### config.mk
export PLATFORM = sky130hd
export DESIGN_NAME = ftab_cell
export DESIGN_NICKNAME = d
export VERILOG_FILES = /design/src/rtl/core/ftab_pkg.sv /design/src/rtl/core/ftab_cell.sv
export SDC_FILE = /design/constraint.sdc
export NUM_CORES = 1
export LEC_CHECK = 0
export BUFFER_PORTS_ARGS = -buffer_cell sky130_fd_sc_hd__buf_2
export CORE_MARGIN = 5
export CORE_UTILIZATION = 40
export CTS_CLUSTER_SIZE = 12
export DETAILED_ROUTE_END_ITERATION = 6
export GPL_ROUTABILITY_DRIVEN = 0
export MAX_ROUTING_LAYER = met4
export PLACE_DENSITY_LB_ADDON = 0.08
export REMOVE_ABC_BUFFERS = 1
export SYNTH_ARGS = -nofsm -noshare
export SYNTH_HDL_FRONTEND = slang
export SYNTH_SLANG_ARGS = --single-unit
export TNS_END_PERCENT = 20
### constraint.sdc
create_clock -name clk_i -period 11.7 [get_ports clk_i]
set_input_delay 2.34 -clock clk_i [delete_from_list [all_inputs] [get_ports clk_i]]
set_output_delay 2.34 -clock clk_i [all_outputs]
set_load 0.005 [all_outputs]
### src/rtl/core/ftab_pkg.sv
// Package for the flow table with aging: widths, codes and reset values.
// Used by every module in rtl/core; depends on nothing.
package ftab_pkg;

  localparam int unsigned TableEntriesDef = 32;
  localparam int unsigned KeyW            = 64;
  localparam int unsigned StampW          = 32;
  localparam int unsigned CfgW            = 16;
  localparam int unsigned CountW          = 6;

  localparam logic [CfgW-1:0] ExpireAfterRst   = 16'd30;
  localparam logic [CfgW-1:0] CleanupPeriodRst = 16'd10;

  localparam logic       CfgExpireAfter   = 1'b0;
  localparam logic       CfgCleanupPeriod = 1'b1;

  localparam logic       FuncPacket = 1'b0;
  localparam logic       FuncTick   = 1'b1;

  localparam logic [1:0] KindStatus  = 2'd0;
  localparam logic [1:0] KindListing = 2'd1;
  localparam logic [1:0] KindSummary = 2'd2;

  localparam logic [1:0] StatusHit      = 2'd0;
  localparam logic [1:0] StatusInserted = 2'd1;
  localparam logic [1:0] StatusFull     = 2'd2;

  // Command from the controller to every cell of the row.
  typedef struct packed {
    logic              write;   // write the key and stamp below
    logic              refresh; // refresh stamp only
    logic [KeyW-1:0]   key;
    logic [StampW-1:0] stamp;
    logic              sweep;   // cell checks its own age this cycle
    logic [StampW-1:0] now;
    logic [CfgW-1:0]   expire;
  } cell_cmd_t;

endpackage

### src/rtl/core/ftab_cell.sv
// One slot of the flow table: valid bit, key, stamp and the local compare.
// Depends on ftab_pkg.
module ftab_cell import ftab_pkg::*; (
  input  logic              clk_i,
  input  logic              rst_ni,
  input  cell_cmd_t         cmd_i,
  input  logic              sel_i,    // this cell is the target of write/refresh
  input  logic [KeyW-1:0]   probe_i,
  output logic              valid_o,
  output logic              match_o,
  output logic [KeyW-1:0]   key_o,
  output logic [StampW-1:0] stamp_o
);

  logic              valid_q;
  logic [KeyW-1:0]   key_q;
  logic [StampW-1:0] stamp_q;
  logic [StampW-1:0] age;

  assign age = cmd_i.now - stamp_q;

  always_ff @(posedge clk_i or negedge rst_ni) begin
    if (!rst_ni) begin
      valid_q <= 1'b0;
    end else if (sel_i && cmd_i.write) begin
      valid_q <= 1'b1;
    end else if (cmd_i.sweep && valid_q && (age > {16'd0, cmd_i.expire})) begin
      valid_q <= 1'b0;
    end
  end

  always_ff @(posedge clk_i) begin
    if (sel_i && cmd_i.write) begin
      key_q <= cmd_i.key;
    end
    if (sel_i && (cmd_i.write || cmd_i.refresh)) begin
      stamp_q <= cmd_i.stamp;
    end
  end

  assign valid_o = valid_q;
  assign match_o = valid_q && (key_q == probe_i);
  assign key_o   = key_q;
  assign stamp_o = stamp_q;

endmodule

# After elaboration in Yosys (flattened, before gate mapping)
# Index checks and enable logic that the tools add are counted.
# word_totals
input_bits,214
latch_bits,0
elab_cells,15
ff_bits,97
mem_bits_ro,0
mem_count,0
output_inout_bits,98
ramBits,0
# op_classes
muxes,2
magnitude_cmp,1
n_addsub,1
mul,0
n_bitwise,0
n_shift,0
eq_ne,1
reduce_logical,7
div,0
# ops
op,count
equality test 64 bit,1
greater-than comparator 32 x 16 -> 1 bit,1
subtractor 32 bit,1
logical AND 1 bit,5
2-to-1 mux 1 bit,2
nonzero test 2 bit,1
logical OR 1 bit,1

# Depth between registers and ports, before layout
# depth
word_depth,5
ltp_mapped,21
depth_no_buf,21

# Worst setup path before layout
# OpenSTA, ideal clock, no wires.
# synth_path
path_type,input port to output port
start,input probe_i[7]
end,output match_o
arrival_time_ns,3.515
cell_stages,7
slack_ns,5.845
path_buffers,0
t_required_ns,9.360
cell_sequence,inv_1 > o2bb2ai_1 > a221o_1 > nor3_1 > nand4_1 > or4_1 > nor4_1
# synth_via
elab_chain_len,2
# synth_rtl
item,line_no,rtl
start: declaration,ftab_cell.sv:8,"input logic [KeyW-1:0] probe_i,"
equality test 64 bit,ftab_cell.sv:42,assign match_o = valid_q && (key_q == probe_i);
logical AND 1 bit,ftab_cell.sv:42,
end: declaration,ftab_cell.sv:10,"output logic match_o,"
# No other way between the ends.

# Final worst setup path
# Same ends and word-level chain as after synthesis.

==> metrics <==
MaxCap Viol Count 0; synthesized-area fraction occupied by adder cells 9.86%; min Tclk post-route between 6000 and 7000 ps; Synth area leader edfxtp_1; R2R Setup Slk roughly 7400 ps; fraction of registers with async set/reset just over 1%; Seq cells post-synth 97; WHS Endpoint valid_o; Max IR drop VDD 92.0 µV; final period utilization between 50% and 60%; CTS H-tree lvls 3; DRC Markers 0; count of final hold-check violations 0; pwr/cell area between 100 and 150 mW/mm²; peak per-stage delay on the critical path approximately 440 ps; Worst-Margin Slew 859 ps; first-pass GRT wire length 30100 µm; DR vias/cell 5.16; critical-path cell list buf_2 > inv_1 > o2bb2ai_1 > a221o_1 > nor3_1 > nand4_1 > or4_1 > nor4_1 > buf_2; clk root buf clkbuf_16; Post-DP Area 0.00788 mm²; clock skew 5.35 ps; share of cells above drive strength 1 38.5%; TritonRoute pass-1 iters 5; max-slew violation count 0; Die X 134 µm; die height 134 µm; simple-gate share of the synthesized area around 11%; Worst Reg2Reg Path Length in Cells 20; routed wire length 19700 µm; initial antenna violation count 3; hold_buf cts 0; Worst Path Max Fanout 2; Num Clock Sinks between 90 and 100; Core Rows 45; Yosys Warn Count 0; CTS tree built; # Post-CTS Setup Buffers 0; Hold Path Depth 2; Resized Gates After CTS 0; vias in the first global route ~6000; NetSw 0.304 mW; DR iter-0 viols 380; FF-to-FF Start stamp_o[0]; RSZ-0062 raised after global routing no; Area Overhead vs Synth 33.3%; gr usage total 22.0%; CP required 9360 ps; GR Overflow Total 0; post-synthesis xor/xnor area fraction 9.09%; Syn Inst Count approximately 570; ranking of synthesized cells by area edfxtp_1, ha_1, xnor2_1; core area ~0.015 mm²; hold slack 666 ps; Placed Cells between 1000 and 1500; largest net degree at the start of global routing 66; clock network power share about 33%; post-synthesis sequential area ratio 47.1%; CP dominant cell by count buf_2; Final ANT Viol Nets 0; DP Wirelength 16400 µm; die area 0.0180 mm²; kind of end point of the critical path output port; largest family of logic cells by synthesized area compound AO/OA/AOI/OAI gates; number of enable flip-flop cells after synthesis 96; Fill cells 1414; Clock transition at path regs approximately 70 ps; Final Net Count approximately 1100; fin cells 1076; R2R Path End valid_o; f_max between 150 and 200 MHz; part of the power in combinational logic 26.7%; CP max-delay cell or4_1; Sw Ratio 28.8%; setup violators final 0; main flop type after synthesis edfxtp_1; hold path start valid_o; Clock Latency Late Sink 350 ps; compound-gate portion of the synthesized area between 15 and 20%; Synth Cell Area roughly 0.0062 mm²; leakage 3.77 nW; setup TNS 0 ps; Pwr Total 1.06 mW; cell area after layout 0.00823 mm²; CTS Buffer Depth 2; drt wl/cell 18.3 µm; Power Internal 0.752 mW; Mapped Avg Cell Area 10.9 µm²; status completed; Unique masters post-synth 66; Boundary Pins 312; Rel. slew slack 42.7%; sequential share of power about two fifths; initial core utilization about two fifths; worst min path class flip-flop to flip-flop; Num CTS Buffers 9; CP startpoint kind input pin; vias between 5000 and 6000; Yosys top cell area share 46.7%; Setup Crit Path Kind input pin to output port; mux contribution to synthesized area 0.994%; port bufs around 310; Worst EP arrival 3900 ps
==> through the flow <==
stage	setup slack [ps]	utilization, %
floorplan	5840	-
global placement	5510	52.0
detailed placement	5340	52.0
CTS	5430	54.2
global route	5270	54.3
finish	5460	54.3
==> synthesized netlist by cell type, types with 3 or more instances <==
| cell type | number |
|---|---|
| a21oi_1 | 37 |
| o2111ai_1 | 6 |
| mux2i_1 | 5 |
| xnor2_1 | 39 |
| o211ai_1 | 6 |
| nor3_1 | 6 |
| o21ai_1 | 4 |
| or3_1 | 4 |
| inv_1 | 74 |
| nand2_1 | 28 |
| o2111a_1 | 3 |
| buf_4 | 3 |
| o21a_1 | 9 |
| nand4_1 | 19 |
| a21o_1 | 4 |
| a221oi_1 | 3 |
| a211oi_1 | 3 |
| o21ai_0 | 24 |
| nand3_1 | 11 |
| xor2_1 | 25 |
| ha_1 | 47 |
| buf_6 | 6 |
| and4_1 | 3 |
| nor2b_1 | 5 |
| nand2b_1 | 7 |
| nor2_1 | 19 |
| o22ai_1 | 6 |
| edfxtp_1 | 96 |
| and2_1 | 5 |
| nor4_1 | 11 |
| o2bb2ai_1 | 6 |
==> how the worst max path moves through the flow <==
stage	start	end	slack [ps]	cells after the start
floorplan	probe_i[7]	match_o	5840	7
global placement	cmd_i[16]	valid_o	5510	22
detailed placement	cmd_i[16]	valid_o	5340	22
finish	probe_i[7]	match_o	5460	9
global route	cmd_i[16]	valid_o	5270	22
CTS	probe_i[41]	match_o	5430	8
==> layout by cell type, fill, tap and decap left out, types with 4 or more instances in the layout <==
master,synthesis,final
edfxtp_1,96,96
nand3_1,11,11
mux2i_1,5,5
inv_1,74,74
a21oi_1,37,37
o21ai_1,4,4
o2bb2ai_1,6,6
clkbuf_16,0,9
or3_1,4,4
o22ai_1,6,6
nand4_1,19,19
nor2_1,19,19
ha_1,47,47
nor2b_1,5,5
nand2_1,28,28
nand2b_1,7,7
and2_1,5,4
nor3_1,6,6
nor4_1,11,11
o21a_1,9,9
diode_2,0,4
xor2_1,25,25
xnor2_1,39,39
o211ai_1,6,6
o2111ai_1,6,6
o21ai_0,24,24
a21o_1,4,4
buf_2,1,311
==> worst max-delay path: cells and delay by family <==
family                 cells  cell delay, ps
AO/OA/AOI/OAI              2             320
buffers and inverters      3             330
AND/OR/NAND/NOR            4             900
==> per-layer routing <==
layer / global-route usage [%] / wire length, µm
met5: - / 0
met2: 40.2 / 10600
met4: 8.31 / 465
met1: 22.3 / 6970
met3: 6.04 / 1650
==> state kept, by name (all words and copies together) (netlist names) <==
| signal | flops |
|---|---|
| stamp_o | 32 |
| key_o | 64 |
| valid_o | 1 |
==> power groups by stage <==
stage / sequential (mW) / clock [mW] / combinational [mW]
4_1_cts: 0.427 / 0.356 / 0.284
2_1_floorplan: 0.437 / 0 / 0.168
3_3_place_gp: 0.434 / 0 / 0.278
5_1_grt: 0.430 / 0.372 / 0.316
6_report: 0.427 / 0.347 / 0.282
3_5_place_dp: 0.435 / 0 / 0.282
==> logic make-up after synthesis <==
kind of cell	count (synthesis)
AOI/OAI and AO/OA	138
xor gates and xnor gates	64
DFF	97
adders and majority gates	48
buffers and inverters	86
muxes	6
and+or+nand+nor	128
==> cell type report <==
class                           count  area, µm²  area share, %
Timing Repair Buffer              313       1570           19.1
Multi-Input combinational cell    384       2880           35.0
Clock inverter                      6        111           1.35
Antenna cell                        4       10.0          0.122
Inverter                           74        278           3.38
Tap cell                          188        235           2.86
Sequential cell                    97       2910           35.4
Clock buffer                       10        229           2.78
Note: power is estimated with default switching activity, not from simulation.
